File: src/rtl/assert_macros.svh
// Assertion helpers shared by the filter RTL.
`ifndef ASSERT_MACROS_SVH
`define ASSERT_MACROS_SVH

// prop must hold at every rising edge outside reset
`define FIR_ASSERT(name, clk, rst, prop) \
  name: assert property (@(posedge clk) disable iff (rst) (prop)) \
    else $error("fir assertion failed");

// expr must never be true outside reset
`define FIR_ASSERT_NEVER(name, clk, rst, expr) \
  name: assert property (@(posedge clk) disable iff (rst) !(expr)) \
    else $error("fir forbidden condition seen");

`endif

File: src/rtl/fir_pkg.sv
package fir_pkg;

  localparam int SAMPLE_W         = 16;
  localparam int COEF_W           = 16;
  localparam int IDX_W            = 6;
  localparam int TAPCNT_W         = 7;
  localparam int MAX_TAPS_DEFAULT = 64;
  localparam logic [TAPCNT_W-1:0] TAPCNT_RESET = 7'd64;

  // s tdata: sample_in, coef_index, coef_value, padded to whole bytes
  localparam int S_FIELDS_W = SAMPLE_W + IDX_W + COEF_W;
  localparam int S_TDATA_W  = ((S_FIELDS_W + 7) / 8) * 8;
  localparam int M_TDATA_W  = ((SAMPLE_W + 7) / 8) * 8;

  typedef enum logic {
    OP_SAMPLE = 1'b0,
    OP_LOAD   = 1'b1
  } fir_op_t;

  typedef enum logic [1:0] {
    S_IDLE,
    S_READ,
    S_DRAIN,
    S_DONE
  } fir_state_t;

  typedef struct packed {
    logic start;     // sample transaction: write delay line, preset accumulator to rounding offset
    logic load;      // coefficient transaction
    logic rd_en;     // read one tap and advance the addresses
    logic out_load;  // capture the rounded result in the output register
  } fir_cmd_t;

  typedef struct packed {
    logic out_free;  // output register empty or being emptied this cycle
  } fir_status_t;

endpackage

File: src/rtl/fir_ram.sv
module fir_ram #(
  parameter int WIDTH = 16,
  parameter int DEPTH = 64
) (
  input  logic                     clk,
  input  logic                     we,
  input  logic [$clog2(DEPTH)-1:0] waddr,
  input  logic [WIDTH-1:0]         wdata,
  input  logic                     re,
  input  logic [$clog2(DEPTH)-1:0] raddr,
  output logic [WIDTH-1:0]         rdata
);

  logic [WIDTH-1:0] mem [DEPTH];

  always_ff @(posedge clk) begin
    if (we) begin
      mem[waddr] <= wdata;
    end
    if (re) begin
      rdata <= mem[raddr];
    end
  end

endmodule

File: src/rtl/fir_ctrl.sv
`include "assert_macros.svh"

module fir_ctrl
  import fir_pkg::*;
#(
  parameter int MAX_TAPS = MAX_TAPS_DEFAULT
) (
  input  logic                clk,
  input  logic                rst,
  input  logic                s_valid,
  input  logic                s_op,
  output logic                s_ready,
  input  logic                cfg_valid,
  input  logic [TAPCNT_W-1:0] cfg_data,
  input  fir_status_t         status,
  output fir_cmd_t            cmd
);

  localparam int CNT_W = $clog2(MAX_TAPS + 1);

  fir_state_t          state, state_next;
  logic [TAPCNT_W-1:0] tap_count;
  logic [CNT_W-1:0]    cnt;
  logic [CNT_W-1:0]    n_eff;
  logic                drain;
  logic                take;
  logic                take_sample;

  // tap counts above the store depth clamp to the full depth
  assign n_eff = (32'(tap_count) > MAX_TAPS) ? CNT_W'(MAX_TAPS) : CNT_W'(tap_count);

  assign take        = s_valid && s_ready;
  assign take_sample = take && (fir_op_t'(s_op) == OP_SAMPLE);

  always_ff @(posedge clk) begin
    if (rst) begin
      state     <= S_IDLE;
      tap_count <= TAPCNT_RESET;
      cnt       <= '0;
      drain     <= 1'b0;
    end else begin
      state <= state_next;
      if (cfg_valid) begin
        tap_count <= cfg_data;
      end
      if (take_sample) begin
        cnt   <= n_eff;
        drain <= 1'b0;
      end else if (state == S_READ) begin
        cnt <= cnt - CNT_W'(1);
      end else if (state == S_DRAIN) begin
        drain <= ~drain;
      end
    end
  end

  always_comb begin
    state_next = state;
    unique case (state)
      S_IDLE: begin
        if (take_sample) begin
          state_next = (n_eff == '0) ? S_DRAIN : S_READ;
        end
      end
      S_READ: begin
        if (cnt == CNT_W'(1)) begin
          state_next = S_DRAIN;
        end
      end
      // wait for the product and accumulate stages to empty
      S_DRAIN: begin
        if (drain) begin
          state_next = S_DONE;
        end
      end
      S_DONE: begin
        if (status.out_free) begin
          state_next = S_IDLE;
        end
      end
      default: state_next = S_IDLE;
    endcase
  end

  always_comb begin
    s_ready      = 1'b0;
    cmd          = '0;
    unique case (state)
      S_IDLE: begin
        s_ready   = 1'b1;
        cmd.start = take_sample;
        cmd.load  = take && (fir_op_t'(s_op) == OP_LOAD);
      end
      S_READ: begin
        cmd.rd_en = 1'b1;
      end
      S_DRAIN: begin
      end
      S_DONE: begin
        cmd.out_load = status.out_free;
      end
      default: begin
      end
    endcase
  end

  `FIR_ASSERT(a_sample_leaves_idle, clk, rst, take_sample |=> state != S_IDLE)
  `FIR_ASSERT(a_read_count_live, clk, rst, (state == S_READ) |-> (cnt != '0))
  `FIR_ASSERT(a_load_into_free_slot, clk, rst, cmd.out_load |-> status.out_free)

endmodule

File: src/rtl/fir_dp.sv
`include "assert_macros.svh"

module fir_dp
  import fir_pkg::*;
#(
  parameter int MAX_TAPS = MAX_TAPS_DEFAULT
) (
  input  logic                clk,
  input  logic                rst,
  input  fir_cmd_t            cmd,
  output fir_status_t         status,
  input  logic [SAMPLE_W-1:0] sample_in,
  input  logic [IDX_W-1:0]    coef_index,
  input  logic [COEF_W-1:0]   coef_value,
  output logic                m_valid,
  input  logic                m_ready,
  output logic [SAMPLE_W-1:0] sample_out,
  output logic                saturated
);

  localparam int AW     = $clog2(MAX_TAPS);
  localparam int PROD_W = SAMPLE_W + COEF_W;
  localparam int ACC_W  = PROD_W + $clog2(MAX_TAPS) + 1;
  localparam int SHIFT  = COEF_W - 1;
  localparam logic [AW-1:0] LAST_ADDR = AW'(MAX_TAPS - 1);
  localparam logic signed [ACC_W-1:0] ROUND_INIT = ACC_W'(2 ** (COEF_W - 2));
  localparam logic signed [ACC_W-1:0] Y_MAX = ACC_W'(2 ** (SAMPLE_W - 1) - 1);
  localparam logic signed [ACC_W-1:0] Y_MIN = -Y_MAX - ACC_W'(1);

  logic [AW-1:0]            head, head_next;
  logic [AW-1:0]            daddr, caddr;
  logic [AW-1:0]            cwaddr;
  logic                     coef_ok;
  logic [MAX_TAPS-1:0]      dvalid, cvalid;
  logic                     v1, v2, dv1, cv1;
  logic [SAMPLE_W-1:0]      d_rdata;
  logic [COEF_W-1:0]        c_rdata;
  logic signed [SAMPLE_W-1:0] d_op;
  logic signed [COEF_W-1:0]   c_op;
  logic signed [PROD_W-1:0] prod;
  logic signed [ACC_W-1:0]  acc;
  logic signed [ACC_W-1:0]  y;
  logic                     sat_hi, sat_lo;

  // newest sample sits at head; tap i lives at head + i, wrapping
  assign head_next = (head == '0) ? LAST_ADDR : head - AW'(1);
  assign coef_ok   = 32'(coef_index) < MAX_TAPS;
  assign cwaddr    = AW'(coef_index);

  fir_ram #(.WIDTH(SAMPLE_W), .DEPTH(MAX_TAPS)) u_delay_ram (
    .clk   (clk),
    .we    (cmd.start),
    .waddr (head_next),
    .wdata (sample_in),
    .re    (cmd.rd_en),
    .raddr (daddr),
    .rdata (d_rdata)
  );

  fir_ram #(.WIDTH(COEF_W), .DEPTH(MAX_TAPS)) u_coef_ram (
    .clk   (clk),
    .we    (cmd.load && coef_ok),
    .waddr (cwaddr),
    .wdata (coef_value),
    .re    (cmd.rd_en),
    .raddr (caddr),
    .rdata (c_rdata)
  );

  // entries never written read as zero
  always_ff @(posedge clk) begin
    if (rst) begin
      head   <= '0;
      dvalid <= '0;
      cvalid <= '0;
      v1     <= 1'b0;
      v2     <= 1'b0;
    end else begin
      v1 <= cmd.rd_en;
      v2 <= v1;
      if (cmd.start) begin
        head              <= head_next;
        dvalid[head_next] <= 1'b1;
      end
      if (cmd.load && coef_ok) begin
        cvalid[cwaddr] <= 1'b1;
      end
    end
  end

  always_ff @(posedge clk) begin
    if (cmd.start) begin
      daddr <= head_next;
      caddr <= '0;
    end else if (cmd.rd_en) begin
      daddr <= (daddr == LAST_ADDR) ? '0 : daddr + AW'(1);
      caddr <= caddr + AW'(1);
    end
    if (cmd.rd_en) begin
      dv1 <= dvalid[daddr];
      cv1 <= cvalid[caddr];
    end
  end

  assign d_op = dv1 ? signed'(d_rdata) : '0;
  assign c_op = cv1 ? signed'(c_rdata) : '0;

  // accumulator starts at the rounding offset, so the final step is a shift
  always_ff @(posedge clk) begin
    prod <= d_op * c_op;
    if (cmd.start) begin
      acc <= ROUND_INIT;
    end else if (v2) begin
      acc <= acc + {{(ACC_W - PROD_W){prod[PROD_W-1]}}, prod};
    end
  end

  assign y      = acc >>> SHIFT;
  assign sat_hi = y > Y_MAX;
  assign sat_lo = y < Y_MIN;

  always_ff @(posedge clk) begin
    if (rst) begin
      m_valid <= 1'b0;
    end else if (cmd.out_load) begin
      m_valid <= 1'b1;
    end else if (m_ready) begin
      m_valid <= 1'b0;
    end
  end

  always_ff @(posedge clk) begin
    if (cmd.out_load) begin
      if (sat_hi) begin
        sample_out <= Y_MAX[SAMPLE_W-1:0];
      end else if (sat_lo) begin
        sample_out <= Y_MIN[SAMPLE_W-1:0];
      end else begin
        sample_out <= y[SAMPLE_W-1:0];
      end
      saturated <= sat_hi || sat_lo;
    end
  end

  assign status.out_free = !m_valid || m_ready;

  `FIR_ASSERT_NEVER(a_result_with_mac_in_flight, clk, rst, cmd.out_load && (v1 || v2))
  `FIR_ASSERT(a_result_leaves_only_when_taken, clk, rst, $fell(m_valid) |-> $past(m_ready))

endmodule

File: src/rtl/fir_filter_direct_form.sv
// Direct-form FIR filter, Q1.15 samples and taps. An input transaction with
// tuser = 1 writes coef_value to tap coef_index (indexes at or above MAX_TAPS
// are dropped) and produces no output; with tuser = 0 it pushes sample_in into
// the delay line and produces one output: the sum over the first tap_count taps
// of delay times tap, rounded half up, shifted right by 15 and clipped to 16
// bits, with tuser flagging the clip. Delay line and taps reset to zero;
// tap_count resets to 64 and clamps to MAX_TAPS. After a sample is accepted,
// the single multiply-accumulate walks the tap and delay memories one tap per
// cycle, the product and accumulate stages drain and the rounded result goes
// to the output register once it is free. The next item is accepted while the
// previous output still waits for the sink. tap_count writes are taken at once
// and must only occur while the filter is idle.
module fir_filter_direct_form
  import fir_pkg::*;
#(
  parameter int MAX_TAPS = MAX_TAPS_DEFAULT
) (
  input  logic                 clk,
  input  logic                 rst,
  input  logic                 s_axis_tvalid,
  output logic                 s_axis_tready,
  // [15:0] sample_in, [21:16] coef_index, [37:22] coef_value, rest zero
  input  logic [S_TDATA_W-1:0] s_axis_tdata,
  // [0] op
  input  logic [0:0]           s_axis_tuser,
  output logic                 m_axis_tvalid,
  input  logic                 m_axis_tready,
  // [15:0] sample_out
  output logic [M_TDATA_W-1:0] m_axis_tdata,
  // [0] saturated
  output logic [0:0]           m_axis_tuser,
  input  logic                 cfg_valid,
  output logic                 cfg_ready,
  input  logic [TAPCNT_W-1:0]  cfg_data
);

  fir_cmd_t            cmd;
  fir_status_t         status;
  logic [SAMPLE_W-1:0] sample_out;
  logic                saturated;

  assign cfg_ready = 1'b1;

  fir_ctrl #(.MAX_TAPS(MAX_TAPS)) u_ctrl (
    .clk       (clk),
    .rst       (rst),
    .s_valid   (s_axis_tvalid),
    .s_op      (s_axis_tuser[0]),
    .s_ready   (s_axis_tready),
    .cfg_valid (cfg_valid),
    .cfg_data  (cfg_data),
    .status    (status),
    .cmd       (cmd)
  );

  fir_dp #(.MAX_TAPS(MAX_TAPS)) u_dp (
    .clk        (clk),
    .rst        (rst),
    .cmd        (cmd),
    .status     (status),
    .sample_in  (s_axis_tdata[SAMPLE_W-1:0]),
    .coef_index (s_axis_tdata[SAMPLE_W+IDX_W-1:SAMPLE_W]),
    .coef_value (s_axis_tdata[S_FIELDS_W-1:SAMPLE_W+IDX_W]),
    .m_valid    (m_axis_tvalid),
    .m_ready    (m_axis_tready),
    .sample_out (sample_out),
    .saturated  (saturated)
  );

  assign m_axis_tdata    = M_TDATA_W'(sample_out);
  assign m_axis_tuser[0] = saturated;

endmodule
File: config.mk
export PLATFORM = sky130hd
export DESIGN_NAME = fir_filter_direct_form
export DESIGN_NICKNAME = d
export VERILOG_FILES = /design/src/rtl/fir_pkg.sv /design/src/rtl/fir_ram.sv /design/src/rtl/fir_ctrl.sv /design/src/rtl/fir_dp.sv /design/src/rtl/fir_filter_direct_form.sv
export VERILOG_INCLUDE_DIRS = /design/src /design/src/rtl
export SDC_FILE = /design/constraint.sdc
export NUM_CORES = 2
export LEC_CHECK = 0
export BUFFER_PORTS_ARGS = -buffer_cell sky130_fd_sc_hd__buf_4
export CAP_MARGIN = 20
export CORE_UTILIZATION = 28
export CTS_BUF_LIST = sky130_fd_sc_hd__clkbuf_8
export DETAILED_ROUTE_END_ITERATION = 8
export GPL_ROUTABILITY_DRIVEN = 0
export PLACE_DENSITY = 0.52
export SKIP_CTS_REPAIR_TIMING = 1
export SYNTH_ARGS = -nofsm -noshare
export SYNTH_HDL_FRONTEND = slang
export SYNTH_SLANG_ARGS = --single-unit
File: constraint.sdc
create_clock -name clk -period 14.2 [get_ports clk]
set_input_delay 0 -clock clk [delete_from_list [all_inputs] [get_ports clk]]
set_output_delay 0 -clock clk [all_outputs]
set_load 0.005 [all_outputs]
==> flow_summary.ini <==
[run_status]
outcome = finished with violations
violations = DRC

[critical_path]
critPathKind = reg -> reg
reg2reg_to = u_dp.prod[30]
r2r_start = u_dp.dv1
reg2reg_slack_ps = 6660
cp_common_cell = fa_1
required_ps = 15150
cp_num_cells = 22
path_cells = and2_1 > nand2_1 > fa_1 > inv_1 > fa_1 > fa_1 > fa_1 > fa_1 > inv_1 > fa_1 > inv_1 > ha_1 > and3_1 > and2_1 > a221o_1 > a41o_1 > a31o_2 > nand3_1 > nand3_1 > a31o_1 > a21oi_1 > xnor2_1
critPathSlowestCell = edfxtp_1
crit_family = adder cells
worst_setup_path_start_kind = register
slowest_delay_ps = 1000
ff2ff_path_depth = 22
crit_fanout = 34
arrival_ps = 8480
cp-end-kind = register
path_buf_inv = 3

[pwr]
p_sw_mw = 6.91
power_mw = 20.6
ir_drop_mv = 0.138
clkPwrFrac = 0.266
pwr-share-seq = 0.391
powerDensity_mw_per_mm2 = 179
switching_share = 0.335
power_frac_comb = 0.344
intPower_mw = 13.7
leakage_nw = 38.3

[timing]
fin_crit_sh = 0.531
max_freq_mhz = 133
slew_headroom = 0.186
period_minus_slack_ps = 7540
worstMarginPinSlew_ps = 1220
finalClockSkew_ps = 86.6
setup_ws_ps = 6660
tns_ps = 0
rsz0062_at_grt = no
finalSetupViolations = 0
hold_viol = 0
drv_slew = 0

[clock_tree]
clkSlewWorstSetupHoldPaths_ps = 60
clock-sinks = 2336
cts_tree = yes
clock_latency_ps = 1050
htree_levels = 5
clockBufferDepth = 4
cts_buffers = 382
cts_root_buf = clkbuf_8

[logic_synthesis]
synth_edf_count = 2105
synthFlopType = edfxtp_1
synth_seq_cells = 2336
syn_avg_cell_area_um2 = 18.6
ys_seq_area_frac = 0.677
synth_commonest_cells = edfxtp_1 (2,105), mux4_2 (714), nor2_1 (560)
yosys_warnings = 0
synthArstFlopShare = 0
yosysMostFrequentCell = edfxtp_1
synth_nets = 5828
synth_cell_types = 85
yosysTopAreaCellShare = 0.631
syn_area_mm2 = 0.100
synth.area.top_cells = edfxtp_1 (63%), mux4_2 (16%), fa_1 (5.3%), dfxtp_1 (4.6%), nor2_1 (2.1%)
synth_top_area_cell = edfxtp_1
syn_inst = 5383

[cells_and_area]
fin_cells = 10883
fin_nets = 6245
n_fill_cell = 34299
drive_gt1_frac = 0.258
syn_to_final_growth_pct = 14.7

[global_route]
grt_max_degree = 145
grt.total_usage = 0.138
antenna_found_initial = 21
overflow = 0
grt_pass1_wl_mm = 365
grt_pass1_vias = 52595

[die]
fp-row-count = 219
ioPinCount = 73
die_y_um = 600
dieArea_mm2 = 0.360
initial_utilization = 0.282
coreArea_mm2 = 0.356
die_w_um = 600

[place]
place_hpwl_mm = 145
place.port_buffers = 69
dp_cells = 10094
dp_worst_setup_slack_ps = 6690

[worst_hold_path]
whs_endpoint = u_dp.u_coef_ram.mem[46][10]
hp-start = s_axis_tdata[18]
min_path_cells = 3
hp-class = in -> reg

[detailed_routing]
num_vias = 50945
routed_wl_mm = 253
drc = 16
via_per_inst = 4.68
drt_iter0_markers = 4587
drtPass1Iterations = 8
antenna_left = 0
wl_per_cell_um = 23.3

[job]
cap_violations = 0
sequential cells by signal (all words and copies together) (netlist names), 16 cells and up:
signal	flops
u_dp.u_delay_ram.mem	1024
u_dp.u_coef_ram.rdata	16
u_dp.u_delay_ram.rdata	16
u_dp.acc	39
u_dp.dvalid	64
u_dp.u_coef_ram.mem	1024
u_dp.prod	32
u_dp.cvalid	64
u_dp.sample_out	16
cell usage in the layout, fill, tap and decap left out, types with 75 or more instances in the layout:
cell / netlist / final
ha_1: 129 / 128
clkbuf_8: 2 / 402
buf_4: 1 / 219
nand2_1: 214 / 214
clkinv_1: 0 / 92
nor2_1: 560 / 431
inv_1: 327 / 474
mux4_2: 714 / 714
dfxtp_1: 231 / 226
nor2_2: 0 / 123
edfxtp_1: 2105 / 2105
fa_1: 263 / 263
a21oi_1: 75 / 75
layout make-up:
class	count	area (µm²)	share of cell area
Multi-Input combinational cell	2457	30400	0.265
Tap cell	4751	5940	0.0517
Timing Repair Buffer	296	2460	0.0214
Sequential cell	2336	67900	0.590
Clock inverter	299	1500	0.0130
Clock buffer	402	5530	0.0481
Antenna cell	15	37.5	0.000326
Inverter	327	1230	0.0107
metal layers:
metal  vias to the layer above  GRT usage  wire length [µm]
li1                      21773          -                 -
met1                     27257      0.190            110000
met2                      1543      0.223            121000
met3                       364     0.0285             16700
met4                         8     0.0355              5600
met5                         -          0                46
power groups by stage:
stage | sequential (mW) | combinational, mW | clock [mW]
after global routing | 8.07 | 7.78 | 5.92
after detailed placement | 8.19 | 7.19 | 0
after global placement | 8.18 | 7.15 | 0
final | 8.04 | 7.08 | 5.47
after floorplan | 8.02 | 5.14 | 0
after CTS | 8.05 | 7.22 | 5.65
how the worst max path moves through the flow:
stage	endpoint	startpoint	slack (ps)
floorplan	u_dp.prod[30]	u_dp.cv1	7650
global route	u_dp.prod[29]	u_dp.dv1	6150
detailed placement	u_dp.prod[29]	u_dp.dv1	6690
global placement	u_dp.prod[31]	u_dp.dv1	6650
CTS	u_dp.prod[29]	u_dp.dv1	6640
finish	u_dp.prod[30]	u_dp.dv1	6660
worst min-delay path: stages:
cell and delay (ps):
buf_4 160, nand3_1 450, nor2_2 300
cell families after synthesis:
group / Yosys count / synth area share
other cells: 1 / 0.0000374
mux: 749 / 0.164
buf+inv: 590 / 0.0231
xor+xnor: 86 / 0.00752
simple gates: 932 / 0.0389
flops: 2336 / 0.677
compound gates: 297 / 0.0209
fa+ha+maj: 392 / 0.0686
stage by stage:
stage / hold WS [ps] / area [µm²] / util
6_report: 91.3 / 115000 / 0.323
5_1_grt: 56.9 / 115000 / 0.323
4_1_cts: -932 / 114000 / 0.321
3_5_place_dp: 213 / 107000 / 0.301
3_3_place_gp: 207 / 107000 / 0.301
2_1_floorplan: 98.9 / 100000 / -
Note: power is estimated with default switching activity, not from simulation.
